$ cat config.mk
export PLATFORM = sky130hd
export DESIGN_NAME = tpz_div
export DESIGN_NICKNAME = d
export VERILOG_FILES = /design/src/rtl/core/tpz_div.sv
export SDC_FILE = /design/constraint.sdc
export NUM_CORES = 1
export LEC_CHECK = 0
export ABC_AREA = 1
export BUFFER_PORTS_ARGS = -buffer_cell sky130_fd_sc_hd__buf_2
export CORE_ASPECT_RATIO = 0.9
export CORE_MARGIN = 2
export CORE_UTILIZATION = 40
export DETAILED_ROUTE_END_ITERATION = 6
export SKIP_CTS_REPAIR_TIMING = 1
export SYNTH_ARGS = -nofsm -noshare
export SYNTH_HDL_FRONTEND = slang
export SYNTH_SLANG_ARGS = --single-unit
$ cat constraint.sdc
create_clock -name clk -period 1.6 [get_ports clk]
set_clock_uncertainty 0.15 [all_clocks]
set_input_delay 0.16 -clock clk [delete_from_list [all_inputs] [get_ports clk]]
set_output_delay 0.16 -clock clk [all_outputs]
set_load 0.05 [all_outputs]
$ cat src/rtl/core/tpz_div.sv
// Pipelined restoring divider, one quotient bit per stage, several lanes sharing a valid.
`default_nettype none
module tpz_div #(
	parameter int LANES  = 1,
	parameter int NW     = 8,
	parameter int DW     = 4,
	parameter int SIDE_W = 1
) (
	input  logic                         clk,
	input  logic                         arst_n,
	input  logic                         en,
	input  logic                         in_valid,
	input  logic [LANES-1:0][NW-1:0]     num,
	input  logic [LANES-1:0][DW-1:0]     den,
	input  logic [SIDE_W-1:0]            side_in,
	output logic                         out_valid,
	output logic [LANES-1:0][NW-1:0]     quo,
	output logic [SIDE_W-1:0]            side_out
);
	logic                      valid_s [0:NW];
	logic [LANES-1:0][DW-1:0]  rem_s   [0:NW];
	logic [LANES-1:0][NW-1:0]  dvd_s   [0:NW];
	logic [LANES-1:0][DW-1:0]  dsr_s   [0:NW];
	logic [LANES-1:0][NW-1:0]  quo_s   [0:NW];
	logic [SIDE_W-1:0]         side_s  [0:NW];

	// feed the first stage
	assign valid_s[0] = in_valid;
	assign rem_s[0]   = '0;
	assign dvd_s[0]   = num;
	assign dsr_s[0]   = den;
	assign quo_s[0]   = '0;
	assign side_s[0]  = side_in;

	for (genvar k = 0; k < NW; k++) begin : g_stage
		logic [LANES-1:0][DW:0]   trial;
		logic [LANES-1:0]         take;
		logic [LANES-1:0][DW-1:0] rem_nx;

		// bring down the next dividend bit, subtract the divisor when it fits
		always_comb begin
			for (int l = 0; l < LANES; l++) begin
				trial[l]  = {rem_s[k][l], dvd_s[k][l][NW-1]};
				take[l]   = trial[l] >= {1'b0, dsr_s[k][l]};
				rem_nx[l] = take[l] ? DW'(trial[l] - {1'b0, dsr_s[k][l]}) : trial[l][DW-1:0];
			end
		end

		always_ff @(posedge clk or negedge arst_n) begin
			if (!arst_n) begin
				valid_s[k+1] <= 1'b0;
			end else if (en) begin
				valid_s[k+1] <= valid_s[k];
			end
		end

		// advance payload
		always_ff @(posedge clk) begin
			if (en) begin
				for (int l = 0; l < LANES; l++) begin
					rem_s[k+1][l] <= rem_nx[l];
					dvd_s[k+1][l] <= {dvd_s[k][l][NW-2:0], 1'b0};
					dsr_s[k+1][l] <= dsr_s[k][l];
					quo_s[k+1][l] <= {quo_s[k][l][NW-2:0], take[l]};
				end
				side_s[k+1] <= side_s[k];
			end
		end
	end

	assign out_valid = valid_s[NW];
	assign quo       = quo_s[NW];
	assign side_out  = side_s[NW];
endmodule
`default_nettype wire

==> results.toml <==
[status]
status = "finished with violations"
violations = "hold timing, setup timing"

[critical_path]
critPathRequiredTime_ns = 1.62
worst-path-max-fanout = 5
slowest_stage = "edfxtp_1"
critPathLaunchType = "flip-flop"
end_kind = "flip-flop"
worstPathCellList = "ha_4, a21oi_4, nand2_2, nand2_4, nand2_4, nand2_1, nand2_1"
max_stage_delay_ns = 0.45
crit_type = "flip-flop to flip-flop"
worstPathArrival_ns = 1.70

[sta]
hold_violations = 1
final-setup-viol-count = 23
maxSlewViolCount = 0
maxSlewHeadroom_pct = 77.26
rsz0062_at_grt = "true"
max_freq_ghz = 0.5955
setup_tns_ns = -1.110
layout_setup_ws_ns = -0.07916
whs_ns = -0.006266
worst_pin_slew_ns = 0.3399
finalCriticalPeriod_ns = 1.679
finalCritPeriodShare_pct = 104.9

[floorplan]
fp.coreArea_um2 = 14160
initial_core_util_pct = 41.39
die_y_um = 118.8
die_w_um = 131.6
dieArea_um2 = 15640
std_cell_rows = 41
ioPinCount = 27

[power_and_ir_drop]
p_leak_nw = 3.361
p_int_mw = 8.830
seqPwrFrac_pct = 39.4
power.total_mw = 11.80
clkPwrFrac_pct = 38.8
p_sw_share_pct = 25.19
ir_drop_mv = 0.8281
p_sw_mw = 2.974
comb_power_share_pct = 21.9
power_density_nw_per_um2 = 1456

[flow_run]
max_cap_violations = 0

[final_layout]
area_delta_synth_final_pct = 38.36
diodes = 0
drive_above_1_share_pct = 41.86
final_cells = 764
fillers = 1117
final_common_cell = "edfxtp_1"
regArea_um2 = 4044
nets = 611
multiInputGateArea_um2 = 1981
layout_common_cells = "128 x edfxtp_1, 63 x buf_4, 60 x inv_1"

[route]
drtIter0Drc = 175
wl_um = 9359
drt_pass1_iterations = 5
drtAntennaViolNets = 0
wl_per_cell_um = 12.25
vias = 3413
drcViolationCount = 0
viasPerCell = 4.467

[placed_design]
port_buffers = 26
placed_cells = 686
place.detailed.hpwl_um = 5509
place.gp.congestion = 0.8509

[yosys]
yosys.area.top_type = "edfxtp_1"
yosysSeqAreaShare_pct = 69.00
ys_types = 21
synth_seq_cells = 136
netlist_top_cells_area = "edfxtp_1 66%, ha_1 6.4%, inv_1 4.7%, nand2_1 4.7%, dfrtp_1 3.4%"
synth_top_area_share_pct = 65.58
syn_area_um2 = 5861
postSynthNetCount = 490
avgSynthCellArea_um2 = 13.41
ys_warn_count = 0
syn_inst = 437

[grt]
grt_max_degree = 43
grtUsageTotal_pct = 11.68
overflow = 0
antenna_found_initial = 0
grt_pass1_wl_um = 14080
grt_pass1_vias = 3201

[cts]
clkTransAtPathRegs_ns = 0.06
cts_buffer_depth = 2
ctsHtreeMaxLevel = 4
cts_tree = "built"
clkLatencyLatePin_ns = 0.41
cts_buffers = 17
clkSinkCount = 136
root_buffer = "clkbuf_16"

[hold_path]
hold_path_class = "primary input to flip-flop"
## Yosys cell counts
| master | n |
|---|---|
| a21oi_1 | 12 |
| buf_2 | 1 |
| buf_4 | 8 |
| dfrtp_1 | 8 |
| edfxtp_1 | 128 |
| fa_1 | 6 |
| ha_1 | 30 |
| inv_1 | 74 |
| nand2_1 | 74 |
| nand2_2 | 5 |
| nand2_4 | 7 |
| nand2b_1 | 1 |
| nand3_1 | 24 |
| nand3b_1 | 6 |
| nand4_1 | 3 |
| nor2_1 | 20 |
| nor2_2 | 1 |
| nor2_4 | 11 |
| o21ai_0 | 6 |
| or2_4 | 6 |
| xnor2_1 | 6 |
## worst paths after layout
kind                                          startpoint                           endpoint  slack [ns]  depth (start not counted)
max                        g_stage[3].trial[2]$_DFFE_PP_      g_stage[4].trial[2]$_DFFE_PP_       -0.08                          7
min                                               den[1]  g_stage[1].trial[4]$_SDFFCE_PN0P_      -0.006                          3
max reg2reg                g_stage[3].trial[2]$_DFFE_PP_      g_stage[4].trial[2]$_DFFE_PP_       -0.08                          7
min reg2reg                          quo_s[24]$_DFFE_PP_                quo_s[17]$_DFFE_PP_        0.26                          0
max in group asynchronous                         arst_n             valid_s[2]$_DFFE_PN0P_        0.50                          3
min in group asynchronous                         arst_n             valid_s[7]$_DFFE_PN0P_        0.56                          3
## critical path: cells and delay by family (launching register included)
kind                     cells  cell delay (ns)
AO/OA/AOI/OAI                1             0.15
adder cells (fa/ha/maj)      1             0.31
flip-flops                   1             0.45
AND/OR/NAND/NOR              5             0.37
## per-stage QoR
step	cell area (um^2)	worst slack (ns)	utilization (%)
after global routing	8109	-0.1609	57.27
after global placement	6504	-0.09177	45.93
after detailed placement	6504	-0.1313	45.93
final	8109	-0.07916	57.27
after CTS	7207	-0.2029	50.90
after floorplan	5861	0.01269	-
## layout make-up
class	count	area share [%]
Multi-Input combinational cell	218	24.43
Clock inverter	12	3.040
Inverter	74	3.425
Timing Repair Buffer	111	10.63
Sequential cell	136	49.87
Tap cell	193	2.978
Clock buffer	20	5.632
## power groups by stage
stage	combinational, mW	clock [mW]	sequential [mW]
2_1_floorplan	1.33	0	4.64
3_5_place_dp	1.88	0	4.66
4_1_cts	1.89	4.68	4.59
6_report	2.58	4.58	4.65
3_3_place_gp	1.80	0	4.65
5_1_grt	2.88	4.84	4.68
## registers in the layout, summed over array words and instances, names as in the netlist
signal         flops
dsr_s             28
dvd_s             28
g_stage.trial     28
quo_s             28
quo                8
side_s             7
valid_s            7
out_valid          1
side_out           1
## kinds of logic after synthesis
logic type | count (synthesis) | share of synthesized area [%]
compound gates | 18 | 1.537
xor+xnor | 6 | 0.8967
fa+ha+maj | 36 | 8.454
buf+inv | 83 | 5.850
flops | 136 | 69.00
simple gates | 158 | 14.26
## per-layer routing
| metal | vias up | wire (um) | track usage (%) |
|---|---|---|---|
| li1 | 1705 | - | - |
| met1 | 1631 | 3761 | 12.57 |
| met2 | 55 | 5024 | 20.09 |
| met3 | 22 | 348 | 4.725 |
| met4 | 0 | 225 | 5.639 |
| met5 | - | 0 | 0 |
Note: power is estimated with default switching activity, not from simulation.
