`src/rtl/core/tpz_sqrt.sv`:
```
// Pipelined restoring integer square root, one root bit per stage, several lanes.
`default_nettype none
module tpz_sqrt #(
	parameter int LANES  = 1,
	parameter int VW     = 8,
	parameter int SIDE_W = 1
) (
	input  logic                          clk,
	input  logic                          arst_n,
	input  logic                          en,
	input  logic                          in_valid,
	input  logic [LANES-1:0][VW-1:0]      radicand,
	input  logic [SIDE_W-1:0]             side_in,
	output logic                          out_valid,
	output logic [LANES-1:0][VW/2-1:0]    root,
	output logic [SIDE_W-1:0]             side_out
);
	localparam int RTW = VW / 2;

	logic                       valid_s [0:RTW];
	logic [LANES-1:0][RTW:0]    rem_s   [0:RTW];
	logic [LANES-1:0][VW-1:0]   rad_s   [0:RTW];
	logic [LANES-1:0][RTW-1:0]  root_s  [0:RTW];
	logic [SIDE_W-1:0]          side_s  [0:RTW];

	// feed the first stage
	assign valid_s[0] = in_valid;
	assign rem_s[0]   = '0;
	assign rad_s[0]   = radicand;
	assign root_s[0]  = '0;
	assign side_s[0]  = side_in;

	for (genvar k = 0; k < RTW; k++) begin : g_stage
		logic [LANES-1:0][RTW+2:0] trial;
		logic [LANES-1:0][RTW+2:0] cand;
		logic [LANES-1:0]          take;
		logic [LANES-1:0][RTW:0]   rem_nx;

		// bring down two radicand bits, try root*4+1
		always_comb begin
			for (int l = 0; l < LANES; l++) begin
				trial[l]  = {rem_s[k][l], rad_s[k][l][VW-1:VW-2]};
				cand[l]   = {1'b0, root_s[k][l], 2'b01};
				take[l]   = trial[l] >= cand[l];
				rem_nx[l] = take[l] ? (RTW+1)'(trial[l] - cand[l]) : trial[l][RTW:0];
			end
		end

		always_ff @(posedge clk or negedge arst_n) begin
			if (!arst_n) begin
				valid_s[k+1] <= 1'b0;
			end else if (en) begin
				valid_s[k+1] <= valid_s[k];
			end
		end

		// advance payload
		always_ff @(posedge clk) begin
			if (en) begin
				for (int l = 0; l < LANES; l++) begin
					rem_s[k+1][l]  <= rem_nx[l];
					rad_s[k+1][l]  <= {rad_s[k][l][VW-3:0], 2'b00};
					root_s[k+1][l] <= {root_s[k][l][RTW-2:0], take[l]};
				end
				side_s[k+1] <= side_s[k];
			end
		end
	end

	assign out_valid = valid_s[RTW];
	assign root      = root_s[RTW];
	assign side_out  = side_s[RTW];
endmodule
`default_nettype wire

```
`config.mk`:
```
export PLATFORM = sky130hd
export DESIGN_NAME = tpz_sqrt
export DESIGN_NICKNAME = d
export VERILOG_FILES = /design/src/rtl/core/tpz_sqrt.sv
export SDC_FILE = /design/constraint.sdc
export NUM_CORES = 1
export LEC_CHECK = 0
export BUFFER_PORTS_ARGS = -buffer_cell sky130_fd_sc_hd__clkbuf_2
export CORE_ASPECT_RATIO = 0.7
export CORE_MARGIN = 4
export CORE_UTILIZATION = 35
export CTS_CLUSTER_SIZE = 30
export DETAILED_ROUTE_END_ITERATION = 8
export GPL_TIMING_DRIVEN = 0
export SLEW_MARGIN = 20
export SYNTH_ARGS = -nofsm -noshare
export SYNTH_HDL_FRONTEND = slang
export SYNTH_SLANG_ARGS = --single-unit
```
`constraint.sdc`:
```
create_clock -name clk -period 2.51 [get_ports clk]
set_input_delay 0.1255 -clock clk [delete_from_list [all_inputs] [get_ports clk]]
set_output_delay 0.1255 -clock clk [all_outputs]
set_load 0.03 [all_outputs]
```
==> impl_metrics.json, run 1 <==
{
  "clk_transition_reported_paths_ns": 0.08,
  "leakagePower_nw": 0.850,
  "cts.root.buffer_cell": "sky130_fd_sc_hd__clkbuf_8",
  "fmaxAchievable_ghz": 0.483,
  "hold_class": "in -> reg",
  "syn-instance-count": 116,
  "fin_worst_hold_slack_ns": 0.0129,
  "synthArstFlopShare": 0.0930,
  "max-cap-violations": 0,
  "power_per_cell_area_nw_per_um2": 729,
  "ios": 19,
  "numCtsBuffers": 5,
  "totalPowerFinal_mw": 1.57,
  "tightest_slew_ns": 0.999,
  "grt_remaining_overflow": 0,
  "core.rowCount": 21,
  "final_critical_path_required_period_ns": 2.07,
  "avgSynthCellArea_um2": 15.7,
  "chipHeight_um": 68.4,
  "clock_tree_from_tritoncts": "done",
  "post-route-cell-area_um2": 2160,
  "fillers": 470,
  "wl_mm": 2.51,
  "setup-violations-final": 0,
  "starting_density_of_the_core": 0.372,
  "ys_types": 35,
  "synth-seq-cells": 43,
  "syn_to_final_growth_pct": 18.1,
  "grt_util_all_layers": 0.0858,
  "timing.final.ws_setup_ns": 0.440,
  "finalCoreUtilization": 0.439,
  "period_utilization": 0.825,
  "insertion_delay_ns": 0.28,
  "finalClockSkew_ns": 0.00713,
  "remaining_drc_errors": 0,
  "critical-path-max-stage-delay_ns": 0.55,
  "route.antenna.remaining_nets": 0,
  "detailroute.via_count": 1005,
  "vias_per_cell": 4.65,
  "slew_viol_final": 0,
  "grt_first_pass_wirelength_mm": 4.15,
  "area_of_the_mapped_netlist_um2": 1830,
  "synth_area_leaders": "sky130_fd_sc_hd__edfxtp_1, sky130_fd_sc_hd__ha_1, sky130_fd_sc_hd__dfrtp_1",
  "post_dp_cell_area_um2": 2000,
  "final_nets": 169,
  "path_max_fanout": 4,
  "drive_gt1_frac": 0.252,
  "final-instance-count-excl-fill": 216,
  "drt-pass1-iter-count": 4,
  "clock-sinks": 43,
  "clock_path_buffers": 2,
  "gp_congestion": 0.721,
  "dieWidth_um": 94.3,
  "critical_path_required_ns": 2.54,
  "syn-num-nets": 139,
  "via_count_of_the_first_global_routing_pass": 983,
  "number_of_flops_mapped_to_enable_cells_by_yosys": 39,
  "post_drt_wl_per_cell_um": 11.6,
  "portBuffers": 18,
  "max-vdd-ir-drop_uv": 362,
  "run_status": "finished clean",
  "worst-setup-path-type": "reg -> reg",
  "final.setup.tns_ns": 0,
  "worst_slack_placed_ns": 0.444,
  "slew_headroom": 0.334,
  "grt_antenna_before_repair": 0,
  "worst_path_dominant_cell_family": "simple AND/OR/NAND/NOR gates",
  "synth_seq_area_share": 0.696,
  "synth_warnings": 0,
  "cp_cell_sequence": "ha_1 > or4_4 > a31oi_4 > nand2_4 > mux2_4",
  "antenna_cells_inserted": 0,
  "post-dp-hpwl_mm": 1.79,
  "cpMaxStageDelayCell": "sky130_fd_sc_hd__or4_4",
  "floorplan.die_area_um2": 6450,
  "critical_path_arrival_ns": 2.10,
  "drt_iter0_markers": 21,
  "timing.critical_path.buf_inv": 0,
  "grt_start_max_net_pins": 44,
  "synth_top_area_share": 0.642,
  "core_area_um2": 4910,
  "final-hold-violation-count": 0,
  "netlist.top_cell.by_area": "sky130_fd_sc_hd__edfxtp_1",
  "timing.critical_path.to_type": "flop",
  "rsz_0062_raised_after_global_routing": "false",
  "htree_levels": 2,
  "dp_cells": 203,
  "dominantRegCellSynth": "sky130_fd_sc_hd__edfxtp_1",
  "worstSetupStartpointType": "flop"
}
==> Yosys cell counts (2+ instances only) <==
master                     count
sky130_fd_sc_hd__edfxtp_1     39
sky130_fd_sc_hd__inv_1        12
sky130_fd_sc_hd__ha_1         10
sky130_fd_sc_hd__dfrtp_1       4
sky130_fd_sc_hd__mux2_2        4
sky130_fd_sc_hd__o21ai_0       4
sky130_fd_sc_hd__a21oi_1       3
sky130_fd_sc_hd__nand2_1       3
sky130_fd_sc_hd__nor2b_1       3
sky130_fd_sc_hd__o21a_1        3
sky130_fd_sc_hd__xnor2_1       3
sky130_fd_sc_hd__a31oi_1       2
sky130_fd_sc_hd__mux2i_1       2
sky130_fd_sc_hd__nand3_1       2
sky130_fd_sc_hd__nor3_1        2
==> cells by family after synthesis <==
logic type	share of synthesized area
other cells	0.00205
simple gates	0.0644
buf+inv	0.0247
mux	0.0439
xor+xnor	0.0192
compound gates	0.0809
flops	0.696
fa+ha+maj	0.0685
==> area by class of cell <==
type	count	area [µm²]	share of cell area
sequential	43	1270	0.590
inverter	12	45.0	0.0209
clock inverter	1	7.51	0.00348
clock buffer	7	96.3	0.0447
timing repair buffer	23	140	0.0650
multi-input combinational	61	509	0.236
tap	69	86.3	0.0400
==> layer usage <==
| metal | track usage | wire length [µm] | part of all wire |
|---|---|---|---|
| met2 | 0.150 | 1260 | 0.50 |
| met4 | 0.0432 | 61 | 0.024 |
| met5 | 0 | 0 | 0 |
| met1 | 0.0921 | 1050 | 0.42 |
| met3 | 0.0330 | 135 | 0.054 |
==> layout by cell type, fill, tap and decap left out, types with 2 or more instances in the layout <==
master	n
sky130_fd_sc_hd__edfxtp_1	39
sky130_fd_sc_hd__clkbuf_2	18
sky130_fd_sc_hd__inv_1	12
sky130_fd_sc_hd__ha_1	10
sky130_fd_sc_hd__clkbuf_8	7
sky130_fd_sc_hd__dlygate4sd3_1	5
sky130_fd_sc_hd__o21ai_0	4
sky130_fd_sc_hd__mux2_2	4
sky130_fd_sc_hd__dfrtp_1	4
sky130_fd_sc_hd__o21a_1	3
sky130_fd_sc_hd__nor2b_1	3
sky130_fd_sc_hd__xnor2_1	3
sky130_fd_sc_hd__nand2_1	3
sky130_fd_sc_hd__a21oi_1	3
sky130_fd_sc_hd__mux2i_1	2
sky130_fd_sc_hd__nand3_1	2
sky130_fd_sc_hd__nor3_1	2
sky130_fd_sc_hd__a31oi_1	2
==> timing repair <==
action	CTS	global route
hold buffers	1	4
endpoints found under the hold margin	4	4
setup buffers	0	0
gates resized for setup	0	0
==> worst paths after layout <==
kind                       slack [ns]  cells past startpoint                 from                  end
setup / recovery                 0.44                      5  g_stage[2].trial[3]  g_stage[3].trial[4]
hold / removal                   0.01                      1          radicand[4]  g_stage[1].trial[0]
setup reg to reg                 0.44                      5  g_stage[2].trial[3]  g_stage[3].trial[4]
hold reg to reg                  0.42                      0            rad_s[29]  g_stage[2].trial[1]
max in group asynchronous        2.23                      2               arst_n            out_valid
min in group asynchronous        0.16                      2               arst_n           valid_s[1]
==> flip-flops by register name (all words and copies together) (netlist names) <==
signal	count
g_stage.cand	6
g_stage.trial	19
out_valid	1
rad_s	6
root	4
side_out	1
side_s	3
valid_s	3
==> worst register-to-register path, cell delays in order (launching register included) <==
cell	delay (ns)
sky130_fd_sc_hd__edfxtp_1	0.41
sky130_fd_sc_hd__ha_1	0.23
sky130_fd_sc_hd__or4_4	0.55
sky130_fd_sc_hd__a31oi_4	0.23
sky130_fd_sc_hd__nand2_4	0.10
sky130_fd_sc_hd__mux2_4	0.30
==> where the power goes <==
| group | total, mW | switching (mW) | internal, mW |
|---|---|---|---|
| registers | 0.896 | 0.0301 | 0.866 |
| clock network | 0.465 | 0.215 | 0.250 |
| logic | 0.210 | 0.117 | 0.0937 |
| total | 1.57 | 0.362 | 1.21 |
(Power assumes the default switching activity.)
==> inputs of run 2 (changes only) <==
clock period = 1.77 ns   (was 2.51 ns; I/O delays follow)
==> impl_metrics.json, run 2 (synthesized netlist as in run 1, its figures left out) <==
{
  "fmaxAchievable_ghz": 0.530,
  "grt_util_all_layers": 0.0848,
  "antenna_cells_inserted": 0,
  "path_max_fanout": 3,
  "min_delay_path_depth": 2,
  "finalCoreUtilization": 0.451,
  "portBuffers": 18,
  "timing.reg2reg.setup_slack_ns": -0.12,
  "tightest_slew_ns": 0.992,
  "detailroute.via_count": 999,
  "timing.critical_path.to_type": "flop",
  "rsz_0062_raised_after_global_routing": "true",
  "core_area_um2": 4910,
  "insertion_delay_ns": 0.28,
  "critical_path_required_ns": 1.80,
  "grt_first_pass_wirelength_mm": 4.15,
  "layout.cells.most_common": "sky130_fd_sc_hd__edfxtp_1",
  "final_nets": 174,
  "final_critical_path_required_period_ns": 1.89,
  "timing.final.ws_setup_ns": -0.117,
  "fillers": 466,
  "starting_density_of_the_core": 0.372,
  "post_drt_wl_per_cell_um": 11.2,
  "drt-pass1-iter-count": 4,
  "grt_antenna_before_repair": 0,
  "clock_tree_from_tritoncts": "done",
  "final-instance-count-excl-fill": 221,
  "critical_path_arrival_ns": 1.92,
  "worstHoldStart": "in_valid",
  "route.antenna.remaining_nets": 0,
  "final_cell_mix": "sky130_fd_sc_hd__edfxtp_1, sky130_fd_sc_hd__clkbuf_2, sky130_fd_sc_hd__inv_1",
  "floorplan.die_area_um2": 6450,
  "clock_path_buffers": 2,
  "totalPowerFinal_mw": 2.20,
  "post-dp-hpwl_mm": 1.76,
  "cpMaxStageDelayCell": "sky130_fd_sc_hd__or4_4",
  "slew_viol_final": 0,
  "final-hold-violation-count": 0,
  "slew_headroom": 0.338,
  "largest_reg_flops": 19,
  "finalClockSkew_ns": 0.00984,
  "leakagePower_nw": 0.871,
  "power_per_cell_area_nw_per_um2": 991,
  "worstSetupStartpointType": "flop",
  "max-vdd-ir-drop_uv": 518,
  "max-cap-violations": 0,
  "vias_per_cell": 4.52,
  "cp_cell_sequence": "ha_2 > or4_4 > a31oi_4 > nand2_4 > mux2_4",
  "hold_class": "in -> reg",
  "syn_to_final_growth_pct": 21.5,
  "drt_iter0_markers": 18,
  "clk_transition_reported_paths_ns": 0.08,
  "run_status": "finished, violations left",
  "ios": 19,
  "timing.critical_path.buf_inv": 0,
  "numCtsBuffers": 5,
  "clock-sinks": 43,
  "worst-setup-path-type": "reg -> reg",
  "gp_congestion": 0.717,
  "period_utilization": 1.07,
  "setup-violations-final": 5,
  "violations": "negative setup slack",
  "reg2regPathDepth": 5,
  "dieWidth_um": 94.3,
  "endpoint_with_the_worst_hold_slack": "valid_s[3]",
  "worst_path_dominant_cell_family": "simple AND/OR/NAND/NOR gates",
  "cts.root.buffer_cell": "sky130_fd_sc_hd__clkbuf_8",
  "core.rowCount": 21,
  "r2r_end": "g_stage[3].trial[4]",
  "drive_gt1_frac": 0.283,
  "dp_cells": 203,
  "via_count_of_the_first_global_routing_pass": 983,
  "grt_start_max_net_pins": 44,
  "critical-path-max-stage-delay_ns": 0.43,
  "htree_levels": 2,
  "chipHeight_um": 68.4,
  "worst_r2r_startpoint": "g_stage[2].trial[3]",
  "grt_remaining_overflow": 0,
  "wl_mm": 2.48,
  "remaining_drc_errors": 0
}
==> run 2: cell types whose count changed in the layout (fill, tap and decap cells not counted), moves of 2 or more <==
cell / before / now
sky130_fd_sc_hd__ha_2: 0 / 3
sky130_fd_sc_hd__buf_6: 0 / 2
sky130_fd_sc_hd__ha_1: 10 / 7
sky130_fd_sc_hd__dlygate4sd3_1: 5 / 8
==> run 2: cell type report <==
class                      instances  area, µm²  area share
clock inverter                     1       5.00     0.00226
clock buffer                       7       86.3      0.0389
timing repair buffer              28        193      0.0869
sequential                        43       1270       0.573
multi-input combinational         61        532       0.240
inverter                          12       45.0      0.0203
tap                               69       86.3      0.0389
==> run 2: per-stage QoR <==
stage	instance area (µm²)	hold WS [ns]	setup slack (ns)	setup TNS, ns
after floorplan	1830	-0.207	-0.0451	-0.0451
after global placement	2000	-0.108	-0.116	-0.140
after detailed placement	2000	-0.103	-0.133	-0.178
after CTS	2200	0.0362	-0.117	-0.358
after global routing	2220	0.0439	-0.178	-0.755
final	2220	0.0460	-0.117	-0.356
==> run 2: report_power, final <==
group          switching [mW]  total [mW]  internal, mW
sequential             0.0439        1.27          1.23
combinational           0.171       0.322         0.151
clock                   0.289       0.603         0.314
total                   0.504        2.20          1.69
==> run 2: worst max path at each step <==
stage / slack [ns] / from / to / depth (start not counted)
2_1_floorplan: -0.05 / g_stage[2].trial[3] / g_stage[3].trial[4] / 5
3_3_place_gp: -0.12 / g_stage[2].trial[3] / g_stage[3].trial[4] / 5
3_5_place_dp: -0.13 / g_stage[2].trial[3] / g_stage[3].trial[4] / 5
4_1_cts: -0.12 / g_stage[2].trial[3] / g_stage[3].trial[5] / 6
5_1_grt: -0.18 / g_stage[2].trial[2] / g_stage[3].trial[6] / 5
6_report: -0.12 / g_stage[2].trial[3] / g_stage[3].trial[4] / 5
==> run 2: layer usage <==
layer  GRT usage  up-vias  wire [µm]
met3      0.0330        4        138
met1      0.0956      471       1040
met2       0.148       25       1260
met4      0.0324        0         38
li1            -      499          -
met5           0        -          0
==> run 2: timing repair <==
action	4_1_cts	5_1_grt
resized for setup	3	4
cloned	0	0
hold endpoints to repair	11	0
setup endpoints to repair	4	7
hold buffers	8	0
pin swaps	1	0
buffers inserted	2	0
==> inputs of run 3 (changes only) <==
CTS_CLUSTER_SIZE = 25   (was 30)
SETUP_SLACK_MARGIN = 0.4   (was unset)
==> impl_metrics.json, run 3 (synthesized netlist as in run 1, its figures left out) <==
{
  "grt_use_met2": 0.178,
  "insertion_delay_ns": 0.28,
  "switching_power_mw": 0.538,
  "leakagePower_nw": 0.965,
  "clock_path_buffers": 2,
  "r2r_end": "g_stage[3].trial[4]",
  "area.sequential_um2": 1270,
  "numCtsBuffers": 5,
  "dieWidth_um": 94.3,
  "run_status": "finished, violations left",
  "post-route-cell-area_um2": 2430,
  "antenna_cells_inserted": 0,
  "period_utilization": 1.07,
  "power.internal_mw": 1.77,
  "critical_path_required_ns": 1.80,
  "finalCoreUtilization": 0.496,
  "worst_setup_ep": "g_stage[3].trial[4]",
  "rsz_0062_raised_after_global_routing": "true",
  "max-vdd-ir-drop_uv": 522,
  "hold_class": "in -> reg",
  "drive_gt1_frac": 0.417,
  "syn_to_final_growth_pct": 33.4,
  "cts.root.buffer_cell": "sky130_fd_sc_hd__clkbuf_8",
  "reg2regPathDepth": 5,
  "power_per_cell_area_nw_per_um2": 947,
  "fillers": 447,
  "floorplan.die_area_um2": 6450,
  "final_critical_path_required_period_ns": 1.89,
  "portBuffers": 18,
  "largest_reg_flops": 19,
  "final_nets": 190,
  "clk_transition_reported_paths_ns": 0.08,
  "core.rowCount": 21,
  "worst-setup-path-type": "reg -> reg",
  "path_max_fanout": 3,
  "post_dp_cell_area_um2": 2030,
  "tightest_slew_ns": 0.994,
  "fmaxAchievable_ghz": 0.530,
  "layout.cells.most_common": "sky130_fd_sc_hd__edfxtp_1",
  "use_met3": 0.0341,
  "clock-sinks": 43,
  "post_drt_wl_per_cell_um": 11.7,
  "final-hold-violation-count": 0,
  "setup-violations-final": 5,
  "post-dp-hpwl_mm": 1.80,
  "timing.final.ws_setup_ns": -0.118,
  "remaining_drc_errors": 0,
  "vias_per_cell": 4.57,
  "slew_headroom": 0.337,
  "max-cap-violations": 0,
  "chipHeight_um": 68.4,
  "worstSetupStartpointType": "flop",
  "drt-pass1-iter-count": 4,
  "slew_viol_final": 0,
  "grt_antenna_before_repair": 0,
  "final_cell_mix": "sky130_fd_sc_hd__edfxtp_1, sky130_fd_sc_hd__clkbuf_2, sky130_fd_sc_hd__buf_4",
  "pwr-share-clk": 0.260,
  "detailroute.via_count": 1082,
  "grt_first_pass_wirelength_mm": 4.59,
  "gp_congestion": 0.715,
  "pwr-share-comb": 0.187,
  "starting_density_of_the_core": 0.372,
  "ios": 19,
  "grt_start_max_net_pins": 44,
  "worst_r2r_startpoint": "g_stage[2].trial[3]",
  "htree_levels": 2,
  "grt_util_all_layers": 0.0933,
  "swShare": 0.234,
  "core_area_um2": 4910,
  "clock_tree_from_tritoncts": "done",
  "timing.reg2reg.setup_slack_ns": -0.12,
  "critical_path_arrival_ns": 1.92,
  "drt_iter0_markers": 26,
  "grt_remaining_overflow": 0,
  "timing.critical_path.to_type": "flop",
  "groute.layer.met1.usage": 0.0984,
  "area_of_combinational_cells_with_multiple_inputs_um2": 612,
  "finalClockSkew_ns": 0.00807,
  "via_count_of_the_first_global_routing_pass": 1081,
  "gr-max-usage-layer": "met2",
  "violations": "negative setup slack",
  "cp-startpoint": "g_stage[2].trial[3]",
  "route.antenna.remaining_nets": 0,
  "proportion_of_power_drawn_by_flip_flops_and_latches": 0.553,
  "wl_mm": 2.77
}
==> run 3: changes by cell type in the layout (fill, tap and decap cells not counted), moves of 2 or more <==
cell and delta:
sky130_fd_sc_hd__a21oi_1 -3, sky130_fd_sc_hd__inv_2 +2, sky130_fd_sc_hd__ha_4 +2, sky130_fd_sc_hd__o21ai_1 +2, sky130_fd_sc_hd__o21ai_0 -3, sky130_fd_sc_hd__buf_4 +14, sky130_fd_sc_hd__a21oi_2 +3, sky130_fd_sc_hd__inv_1 -2
==> run 3: layout make-up <==
| type | instances | area share |
|---|---|---|
| Sequential cell | 43 | 0.522 |
| Multi-Input combinational cell | 61 | 0.251 |
| Timing Repair Buffer | 44 | 0.135 |
| Clock buffer | 7 | 0.0355 |
| Tap cell | 69 | 0.0355 |
| Inverter | 12 | 0.0185 |
| Clock inverter | 1 | 0.00206 |
==> run 3: power groups by stage <==
| stage | Combinational (mW) | Clock, mW | Sequential (mW) |
|---|---|---|---|
| finish | 0.430 | 0.600 | 1.27 |
| global route | 0.472 | 0.676 | 1.28 |
| CTS | 0.374 | 0.631 | 1.27 |
| detailed placement | 0.308 | 0 | 1.30 |
| global placement | 0.293 | 0 | 1.29 |
| floorplan | 0.198 | 0 | 1.31 |
==> run 3: metal layers <==
layer	wire length [µm]	vias to the layer above
met2	1510	22
met3	129	4
met1	1100	526
met4	19	0
met5	0	-
li1	-	530
==> run 3: worst min-delay path by stage <==
| stage | from | to | slack (ns) | depth (start not counted) |
|---|---|---|---|---|
| floorplan | arst_n | out_valid | -0.21 | 0 |
| global placement | arst_n | valid_s[3] | -0.11 | 1 |
| detailed placement | arst_n | out_valid | -0.10 | 1 |
| CTS | in_valid | valid_s[3] | 0.04 | 2 |
| global route | in_valid | valid_s[3] | 0.04 | 2 |
| finish | in_valid | valid_s[3] | 0.05 | 2 |
==> run 3: critical path, cell delays in order, from the launching register on <==
cell and delay [ns]:
sky130_fd_sc_hd__edfxtp_1 0.40, sky130_fd_sc_hd__ha_2 0.20, sky130_fd_sc_hd__or4_4 0.43, sky130_fd_sc_hd__a31oi_4 0.23, sky130_fd_sc_hd__nand2_4 0.07, sky130_fd_sc_hd__mux2_4 0.30
==> run 3: what timing repair did <==
| item | 4_1_cts | 5_1_grt |
|---|---|---|
| hold endpoints to repair | 11 | 0 |
| buffers inserted | 11 | 7 |
| endpoints found under the setup margin | 12 | 13 |
| pin swaps | 10 | 5 |
| hold buffers | 8 | 0 |
| resized for setup | 15 | 7 |
==> run 3: through the flow <==
stage / setup WS [ns] / setup TNS, ns / hold slack, ns / cells / power, mW
2_1_floorplan: -0.0447 / -0.0447 / -0.207 / 116 / 1.51
4_1_cts: -0.128 / -0.512 / 0.0402 / 230 / 2.28
3_5_place_dp: -0.140 / -0.213 / -0.100 / 203 / 1.60
3_3_place_gp: -0.119 / -0.145 / -0.108 / 203 / 1.58
6_report: -0.118 / -0.424 / 0.0469 / 237 / 2.31
5_1_grt: -0.188 / -0.881 / 0.0429 / 237 / 2.43
